**src/hdl/lrucache_ram.sv**
```systemverilog
// Generic single-write, single-read RAM with registered read data.
module lrucache_ram #(
  parameter int WIDTH = 8,
  parameter int DEPTH = 16,
  localparam int AW = (DEPTH > 1) ? $clog2(DEPTH) : 1
) (
  input  logic             clk,
  input  logic             we,
  input  logic [AW-1:0]    waddr,
  input  logic [WIDTH-1:0] wdata,
  input  logic [AW-1:0]    raddr,
  output logic [WIDTH-1:0] rdata
);

  logic [WIDTH-1:0] mem [DEPTH];

  always_ff @(posedge clk) begin
    if (we) begin
      mem[waddr] <= wdata;
    end
    rdata <= mem[raddr];
  end

endmodule

```
**config.mk**
```make
export PLATFORM = sky130hd
export DESIGN_NAME = lrucache_ram
export DESIGN_NICKNAME = d
export VERILOG_FILES = /design/src/hdl/lrucache_ram.sv
export SDC_FILE = /design/constraint.sdc
export NUM_CORES = 1
export LEC_CHECK = 0
export BUFFER_PORTS_ARGS = -buffer_cell sky130_fd_sc_hd__buf_2
export CORE_ASPECT_RATIO = 0.8
export CORE_MARGIN = 3
export CORE_UTILIZATION = 59
export DETAILED_ROUTE_END_ITERATION = 8
export GPL_TIMING_DRIVEN = 0
export PLACE_DENSITY = 0.77
export REMOVE_ABC_BUFFERS = 1
export SLEW_MARGIN = 15
export SYNTH_ARGS = -nofsm -noshare
export SYNTH_HDL_FRONTEND = slang
export SYNTH_SLANG_ARGS = --single-unit
```
**constraint.sdc**
```tcl
create_clock -name clk -period 4.4 [get_ports clk]
set_input_delay 0.44 -clock clk [delete_from_list [all_inputs] [get_ports clk]]
set_output_delay 0.44 -clock clk [all_outputs]
set_load 0.03 [all_outputs]
```
==> flow_summary.toml <==
[critical_path]
max_stage_delay_ns = 0.76
critPathMaxFanout = 32
crit_required_ns = 4.79
crit_arrival_ns = 2.31
path_cells = "buf_2 -> mux4_1 -> a22oi_1 -> nand2_1"
worst-r2r-cell-count = 3
rrSetupSlack_ns = 2.98
crit_type = "input pin to register"
critical_path.startpoint = "raddr[0]"
r2r-end = "rdata[0]"
start_kind = "input pin"
r2r-start = "mem[1][0]"
end_kind = "register"
slowest_stage = "buf_2"
crit_end = "rdata[0]"

[power_and_ir_drop]
switching_power_mw = 0.585
internal_power_mw = 2.34
power_frac_clock_pct = 45.4
p_leak_nw = 1.99
switching_share_pct = 20.0
ir_drop_v = 0.000375
power.density_nw_per_um2 = 496
pwr-share-comb_pct = 4.9
p_seq_share_pct = 49.7

[floorplanning]
die_height_um = 89.5
dieArea_um2 = 9890
fp.coreArea_um2 = 8200
io_pins = 26
initial_core_util_pct = 62.8
dieWidth_um = 110
rows = 29

[timing]
maxSlewViolCount = 0
rsz0062_at_grt = "false"
worstMarginPinSlew_ns = 1.04
setup_tns_ns = 0
worst_clock_skew_ns = 0.00609
finalSetupViolCount = 0
fin_crit_sh_pct = 43.6
fmax_ghz = 0.521
hold_violations = 0
slew_headroom_pct = 30.2
fin_crit_ns = 1.92

[cts]
cts_root_buffer = "clkbuf_8"
htree_levels = 4
cts_resized = 0
ctsHoldBuffers = 0
cts_num_sinks = 136
cts_buffer_depth = 2
post-cts-setup-buffer-count = 0
clkTransAtPathRegs_ns = 0.06
cts_tree = "done"
clock_latency_ns = 0.53
cts_inserted_buffers = 17

[cells_and_area]
seq_area_um2 = 4000
fin_area_um2 = 5900
nNetsFinal = 281
area_growth_pct = 14.7
fillers = 486
antennaDiodeCount = 0
multi_input_area_um2 = 1080
drive_gt1_share_pct = 28.3

[route]
via_per_inst = 6.21
drcViolationCount = 0
dr_total_vias = 2384
post_drt_wl_per_cell_um = 25.2
ant_nets = 0
drtIter0Drc = 273
dr.pass1.iters = 5
finalWirelength_um = 9670

[logic_synthesis]
yosysMostFrequentCell = "edfxtp_1"
ys_types = 19
synth.area.top_cells = "edfxtp_1 (75%), mux4_2 (7.9%), mux4_1 (7.1%), dfxtp_1 (3.1%), a22oi_1 (2.3%)"
synthCells = 229
synth_edf_count = 128
async_reset_ff_share_pct = 0
syn_area_per_cell_um2 = 22.5
synth_xor_xnor_area_share_pct = 0
synthAdderAreaFrac_pct = 0
ys_warn_count = 0
syn_area_um2 = 5150
yosys-top-cells-count = "edfxtp_1 (128), mux4_2 (18), a22oi_1 (16)"
synth_top_area_share_pct = 74.7
ys_seq_elements = 136
yosys-mux-area-fraction_pct = 15.0
synth_top_family_by_area = "multiplexers"
synth-seq-area-share_pct = 77.8
synth_compound_area_share_pct = 2.33
ys.flop_type = "edfxtp_1"
synth-simple-area-share_pct = 3.18
synth_top_area_cell = "edfxtp_1"

[placement]
portBuffers = 25
placed_cell_area_um2 = 5340
gp_congestion = 0.724
hpwl_um = 5580

[global_route]
grt_pass1_vias = 2376
grt.total_usage_pct = 22.0
grt_pass1_wl_um = 14900
antenna_found_initial = 0
grt_max_degree = 33
grt_overflow_total = 0

[flow_run]
maxCapViolations = 0

[min_path]
worstHoldPathType = "input pin to register"

[outcome]
status = "complete, no violations"
[routing by layer]
metal  track usage, %  part of all wire [%]  up-vias
met5                0                     0        -
met4             7.38                   1.4        0
met3             7.31                   8.7       12
met2             33.9                    49      112
met1             30.5                    41     1216
li1                 -                     -     1044
[worst min-delay path by stage]
stage | startpoint | end | slack (ns) | cells after the start
6_report | wdata[7] | mem[4][7] | 0.30 | 1
5_1_grt | wdata[7] | mem[4][7] | 0.29 | 1
4_1_cts | wdata[7] | mem[4][7] | 0.28 | 1
3_5_place_dp | mem[11][4] | rdata[4] | 0.67 | 3
3_3_place_gp | mem[14][4] | rdata[4] | 0.65 | 3
2_1_floorplan | wdata[0] | mem[0][0] | 0.54 | 0
[registers in the layout, indices dropped and copies added (netlist names)]
register / flops
rdata: 8
mem: 128
[worst max-delay path: cells and delay by family]
kind	cells	cell delay, ns
compound gates	1	0.29
buf+inv	1	0.76
mux	1	0.66
simple gates	1	0.14
[cells by family after synthesis]
| group | count (synthesis) |
|---|---|
| AOI/OAI and AO/OA | 16 |
| buffers and inverters | 10 |
| DFF | 136 |
| muxes | 32 |
| and+or+nand+nor | 35 |
[cell usage in the layout (no fill, tap or decap)]
cell and instances:
a22oi_1 16, and2_1 1, and2b_1 1, buf_2 25, bufinv_16 2, clkbuf_1 2, clkbuf_16 16, clkbuf_8 4
clkinv_2 8, dfxtp_1 8, edfxtp_1 128, mux4_1 14, mux4_2 18, nand2_1 9, nand2b_1 2, nand3_1 1
nand3b_1 2, nor2_1 13, nor2b_1 1, nor3_2 4, or3b_2 1
[through the flow]
step | worst slack (ns) | hold slack [ns] | utilization, % | instances | power (mW)
finish | 2.48 | 0.301 | 72.0 | 384 | 2.93
global route | 2.28 | 0.290 | 72.0 | 384 | 3.02
CTS | 2.44 | 0.283 | 72.0 | 384 | 2.94
detailed placement | 1.89 | 0.667 | 65.1 | 352 | 1.63
global placement | 1.86 | 0.655 | 64.9 | 352 | 1.62
floorplan | 2.47 | 0.539 | - | 219 | 1.56
[final cells by class]
type | instances | share of cell area [%]
flip-flops and latches | 136 | 67.8
multi-input cells | 83 | 18.2
clock buffers | 22 | 7.84
well taps | 108 | 2.29
repair buffers | 25 | 2.12
clock inverters | 10 | 1.70
[power by group through the flow]
stage               clock network, mW  logic [mW]  registers, mW
floorplan                           0      0.0581           1.50
global placement                    0       0.137           1.48
detailed placement                  0       0.143           1.48
CTS                              1.34       0.145           1.46
global route                     1.41       0.154           1.46
finish                           1.33       0.142           1.46
Note: power is estimated with default switching activity, not from simulation.
