### config.mk
export PLATFORM = sky130hd
export DESIGN_NAME = lrucache_scan
export DESIGN_NICKNAME = d
export VERILOG_FILES = /design/src/hdl/lrucache_pkg.sv /design/src/hdl/lrucache_scan.sv
export SDC_FILE = /design/constraint.sdc
export NUM_CORES = 1
export LEC_CHECK = 0
export ABC_CLOCK_PERIOD_IN_PS = 3800
export BUFFER_PORTS_ARGS = -buffer_cell sky130_fd_sc_hd__buf_2
export CAP_MARGIN = 40
export CORE_AREA = 5 5 244 246
export DETAILED_ROUTE_END_ITERATION = 6
export DIE_AREA = 0 0 249 251
export PLACE_DENSITY_LB_ADDON = 0.1
export SYNTH_ARGS = -nofsm -noshare
export SYNTH_HDL_FRONTEND = slang
export SYNTH_SLANG_ARGS = --single-unit
### constraint.sdc
create_clock -name clk -period 3.8 [get_ports clk]
set_input_delay 0 -clock clk [delete_from_list [all_inputs] [get_ports clk]]
set_output_delay 0 -clock clk [all_outputs]
set_load 0.01 [all_outputs]
### src/hdl/lrucache_pkg.sv
// Shared types, constants and helpers for the LRU set-associative cache model.
package lrucache_pkg;

  localparam int ADDR_W     = 64;
  localparam int CMD_W      = 2;
  localparam int OUTCOME_W  = 2;
  localparam int CNT_W      = 32;
  localparam int SIB_W      = 3;
  localparam int WAYS_W     = 4;
  localparam int OFF_W      = 6;
  localparam int CFG_IDX_W  = 2;
  localparam int CFG_DATA_W = 6;
  localparam int WAY_IDX_W  = 4;

  localparam int S_TDATA_W  = 64;
  localparam int OUT_BITS   = OUTCOME_W + 1 + 3 * CNT_W;
  localparam int M_TDATA_W  = ((OUT_BITS + 7) / 8) * 8;

  localparam logic [CMD_W-1:0] CMD_MODIFY = 2'd2;

  localparam logic [OUTCOME_W-1:0] OUTCOME_HIT   = 2'd0;
  localparam logic [OUTCOME_W-1:0] OUTCOME_FILL  = 2'd1;
  localparam logic [OUTCOME_W-1:0] OUTCOME_EVICT = 2'd2;

  localparam logic [CFG_IDX_W-1:0] CFG_SET_INDEX_BITS = 2'd0;
  localparam logic [CFG_IDX_W-1:0] CFG_WAYS_IN_USE    = 2'd1;
  localparam logic [CFG_IDX_W-1:0] CFG_OFFSET_BITS    = 2'd2;

  typedef enum logic [2:0] {
    ST_CLEAR,
    ST_IDLE,
    ST_DECODE,
    ST_FETCH,
    ST_SCAN,
    ST_UPDATE
  } state_t;

  typedef struct packed {
    logic                 hit;
    logic [WAY_IDX_W-1:0] hit_way;
    logic                 free;
    logic [WAY_IDX_W-1:0] free_way;
    logic [WAY_IDX_W-1:0] victim_way;
  } scan_res_t;

  function automatic logic [CNT_W-1:0] sat_inc(input logic [CNT_W-1:0] v);
    return (v == '1) ? v : v + 1'b1;
  endfunction

endpackage

### src/hdl/lrucache_scan.sv
// Way scanner: one shared tag comparator stepped across the ways of a set.
module lrucache_scan import lrucache_pkg::*; #(
  parameter int MAX_WAYS = 8,
  localparam int RANK_W  = (MAX_WAYS > 1) ? $clog2(MAX_WAYS) : 1,
  localparam int WI      = (MAX_WAYS > 1) ? $clog2(MAX_WAYS) : 1,
  localparam int ENTRY_W = ADDR_W + RANK_W + 1
) (
  input  logic                        clk,
  input  logic                        rst,
  input  logic                        start,
  input  logic [WAY_IDX_W-1:0]        ways_m1,
  input  logic [MAX_WAYS*ENTRY_W-1:0] row,
  input  logic [ADDR_W-1:0]           tag,
  output logic                        done,
  output scan_res_t                   res
);

  logic [ENTRY_W-1:0]   ent [MAX_WAYS];
  logic [ENTRY_W-1:0]   cur;
  logic                 cur_valid;
  logic [RANK_W-1:0]    cur_rank;
  logic [ADDR_W-1:0]    cur_tag;
  logic                 busy;
  logic                 last;
  logic [WAY_IDX_W-1:0] cnt;
  logic [RANK_W-1:0]    vrank;

  always_comb begin
    for (int j = 0; j < MAX_WAYS; j++) begin
      ent[j] = row[j*ENTRY_W +: ENTRY_W];
    end
    cur       = ent[cnt[WI-1:0]];
    cur_valid = cur[0];
    cur_rank  = cur[RANK_W:1];
    cur_tag   = cur[ENTRY_W-1 -: ADDR_W];
    last      = (cnt == ways_m1);
    done      = busy && last;
  end

  always_ff @(posedge clk) begin
    if (rst) begin
      busy <= 1'b0;
    end else if (start) begin
      busy <= 1'b1;
    end else if (busy && last) begin
      busy <= 1'b0;
    end
  end

  always_ff @(posedge clk) begin
    if (start) begin
      cnt      <= '0;
      res.hit  <= 1'b0;
      res.free <= 1'b0;
    end else if (busy) begin
      cnt <= cnt + 1'b1;
      if (!res.hit && cur_valid && (cur_tag == tag)) begin
        res.hit     <= 1'b1;
        res.hit_way <= cnt;
      end
      if (!res.free && !cur_valid) begin
        res.free     <= 1'b1;
        res.free_way <= cnt;
      end
      if ((cnt == '0) || (cur_rank >= vrank)) begin
        res.victim_way <= cnt;
        vrank          <= cur_rank;
      end
    end
  end

endmodule

==> results.sh <==
export IMPL_port_buffer_count=629
export IMPL_swShare_pct=36.8
export IMPL_grt_max_degree=50
export IMPL_hp_class="in -> reg"
export IMPL_setup_viol=0
export IMPL_design_core_area_um2=57100
export IMPL_rrSetupSlack_ns=0.40
export IMPL_ant_nets=0
export IMPL_firstDrtPassIters=4
export IMPL_power_density_nw_per_um2=174
export IMPL_irDropWorstVdd_mv=0.123
export IMPL_syn_area_um2=5870
export IMPL_intPower_mw=1.11
export IMPL_detail_route_wl_per_cell_um=22.6
export IMPL_grt_pass1_vias=8252
export IMPL_use_met3_pct=3.36
export IMPL_syn_avg_cell_area_um2=11.8
export IMPL_gp_congestion=0.820
export IMPL_relSlewSlack_pct=50.5
export IMPL_grt_usage_pct=12.9
export IMPL_place_area_um2=9960
export IMPL_cts_root_buf="clkbuf_16"
export IMPL_cts_sinks=22
export IMPL_place_ws_ns=-0.00729
export IMPL_gr_usage_met1_pct=14.5
export IMPL_syn_to_final_growth_pct=72.2
export IMPL_die_y_um=251
export IMPL_dieWidth_um=249
export IMPL_routed_wl_mm=42.9
export IMPL_fin_crit_sh_pct=89.4
export IMPL_syn_inst=498
export IMPL_p_comb_share_pct=66.0
export IMPL_drc=0
export IMPL_antenna_found_initial=18
export IMPL_crit_path_start_kind="flop"
export IMPL_yosys_area_top_type="mux4_2"
export IMPL_r2r_cells=9
export IMPL_rsz0062_at_grt="false"
export IMPL_post_cts_buffers=0
export IMPL_synth_distinct_cells=44
export IMPL_clk_latency_ns=0.26
export IMPL_hold_viol_final=0
export IMPL_max_slew_worst_pin_slew_ns=0.739
export IMPL_tns_ns=0
export IMPL_finalInstanceArea_um2=10100
export IMPL_use_met2_pct=25.4
export IMPL_synthTopCellsByArea="mux4_2 37%, mux2i_1 19%, edfxtp_1 7.7%, xor2_1 5.7%, xnor2_1 2.8%"
export IMPL_final_common_cell="buf_2"
export IMPL_worstPathRequired_ns=3.79
export IMPL_tritoncts="built"
export IMPL_drt_iter0_markers=233
export IMPL_arrival_ns=3.38
export IMPL_hpwl_mm=38.9
export IMPL_end_kind="flop"
export IMPL_via_count=7073
export IMPL_vias_per_cell=3.73
export IMPL_yosys_area_top_type_share_pct=36.8
export IMPL_synthesis_nets=1118
export IMPL_dieArea_um2=62500
export IMPL_grt_overflow=0
export IMPL_ys_seq_area_share_pct=10.1
export IMPL_grt_pass1_wl_mm=59.5
export IMPL_seq_power_share_pct=16.4
export IMPL_timing_fmax_ghz=0.294
export IMPL_busiest_layer="met2"
export IMPL_fin_crit_ns=3.40
export IMPL_p_switching_uw=648
export IMPL_rows=88
export IMPL_slew_viol_final=0
export IMPL_maxCapViolCount=0
export IMPL_clock_path_buffers=2
export IMPL_crit_start="cnt[1]"
export IMPL_final_cell_mix="629 x buf_2, 113 x mux2i_1, 96 x mux4_2"
export IMPL_setup_slack_ns=0.404
export IMPL_clk_pin_slew_worst_paths_ns=0.07
export IMPL_start_util_pct=10.3
export IMPL_p_leak_nw=4.41
export IMPL_skew_ns=0.00509
export IMPL_drive_gt1_share_pct=70.4
export IMPL_ys_seq_elements=22
export IMPL_final_nets=1742
export IMPL_critPathKind="reg -> reg"
export IMPL_clockPowerShare_pct=17.6
export IMPL_r2r_start="cnt[1]"
export IMPL_r2r_end="res[10]"
export IMPL_cts_max_level=1
export IMPL_ys_warn_count=0
export IMPL_cts_inserted_buffers=3
export IMPL_pin_count=630
export IMPL_status="finished, final reports clean"
export IMPL_worst_path_max_fanout=38
export IMPL_endpoint="res[10]"
==> area by class of cell <==
class / count / area, um^2
Antenna cell: 11 / 27.5
Clock buffer: 3 / 75.1
Clock inverter: 1 / 30.0
Fill cell: 6480 / 47000
Inverter: 9 / 33.8
Multi-Input combinational cell: 422 / 4920
Sequential cell: 22 / 602
Tap cell: 765 / 957
Timing Repair Buffer: 664 / 3460
==> cells by family after synthesis <==
kind of cell	Yosys count	share of synthesized area, %
flops	22	10.1
xor+xnor	57	8.50
compound gates	62	7.71
simple gates	75	7.58
mux	223	58.8
fa+ha+maj	5	1.07
buf+inv	54	6.33
==> per-layer routing <==
metal  part of all wire, %  up-vias
met3                   6.6       18
li1                      -     3326
met1                    38     3400
met4                  0.43       12
met2                    55      317
met5                  0.17        -
==> what timing repair did <==
item | 4_1_cts | 5_1_grt
setup endpoints to repair | 4 | 0
hold buffers | 1 | 0
resized for setup | 1 | 0
hold endpoints to repair | 1 | 0
==> synth_stat cells <==
cell type    n
o31ai_1      1
a221o_1      1
a221oi_1     7
nand4b_1     1
mux2i_1    113
buf_8        1
nor2b_1      4
buf_6       12
nand4_1     11
buf_4        9
a21o_1       2
a31oi_1      1
edfxtp_1    15
nor2_1      10
nor3b_1      1
inv_1        8
and2_1       3
buf_2       13
mux2_2      14
mux4_2      96
o22ai_1      6
buf_1        2
a22oi_1     12
a22o_1      15
xnor2_1     19
and3_1       5
nand3_1      5
dfxtp_1      7
nor4_1       5
clkbuf_1     6
nand2_1     13
o221ai_1     1
ha_1         5
or3_1        7
o211ai_1     2
a21oi_1      6
nand2b_1     3
o21ai_0      8
xor2_1      38
buf_12       1
clkbuf_2     1
nor4_2       6
nor3_1       1
inv_2        1
==> stage by stage <==
step | total power, mW | hold WS, ns | instances | utilization [%]
global placement | 1.49 | 0.165 | 1880 | 17.4
global route | 1.90 | 0.0511 | 1893 | 17.7
floorplan | 0.918 | 0.0691 | 498 | -
detailed placement | 1.49 | 0.161 | 1881 | 17.4
CTS | 1.82 | 0.0357 | 1886 | 17.6
finish | 1.76 | 0.0265 | 1897 | 17.7
==> worst min-delay path by stage <==
| stage | startpoint | end | cells past startpoint |
|---|---|---|---|
| finish | start | cnt[1] | 2 |
| CTS | start | cnt[1] | 2 |
| floorplan | rst | busy | 1 |
| global placement | rst | busy | 2 |
| global route | start | cnt[1] | 2 |
| detailed placement | rst | busy | 2 |
==> worst max-delay path, stage by stage, from the launching register on <==
cell	delay [ns]
dfxtp_4	0.58
buf_12	0.32
buf_4	0.27
mux4_2	0.31
mux2i_1	0.17
xnor2_1	0.22
nor4_4	0.57
nand4_1	0.14
nor3_1	0.30
buf_4	0.20
==> power groups by stage <==
stage               logic, mW  clock network [mW]  registers (mW)
global placement         1.19                   0           0.295
floorplan               0.639                   0           0.279
global route             1.28               0.328           0.292
detailed placement       1.20                   0           0.296
CTS                      1.21               0.320           0.290
finish                   1.16               0.310           0.289
==> sequential cells by signal, indices dropped and copies added, names as in the netlist <==
register	cells
vrank	3
busy	1
res	14
cnt	4
No activity file was read; power rests on OpenSTA's default activity.
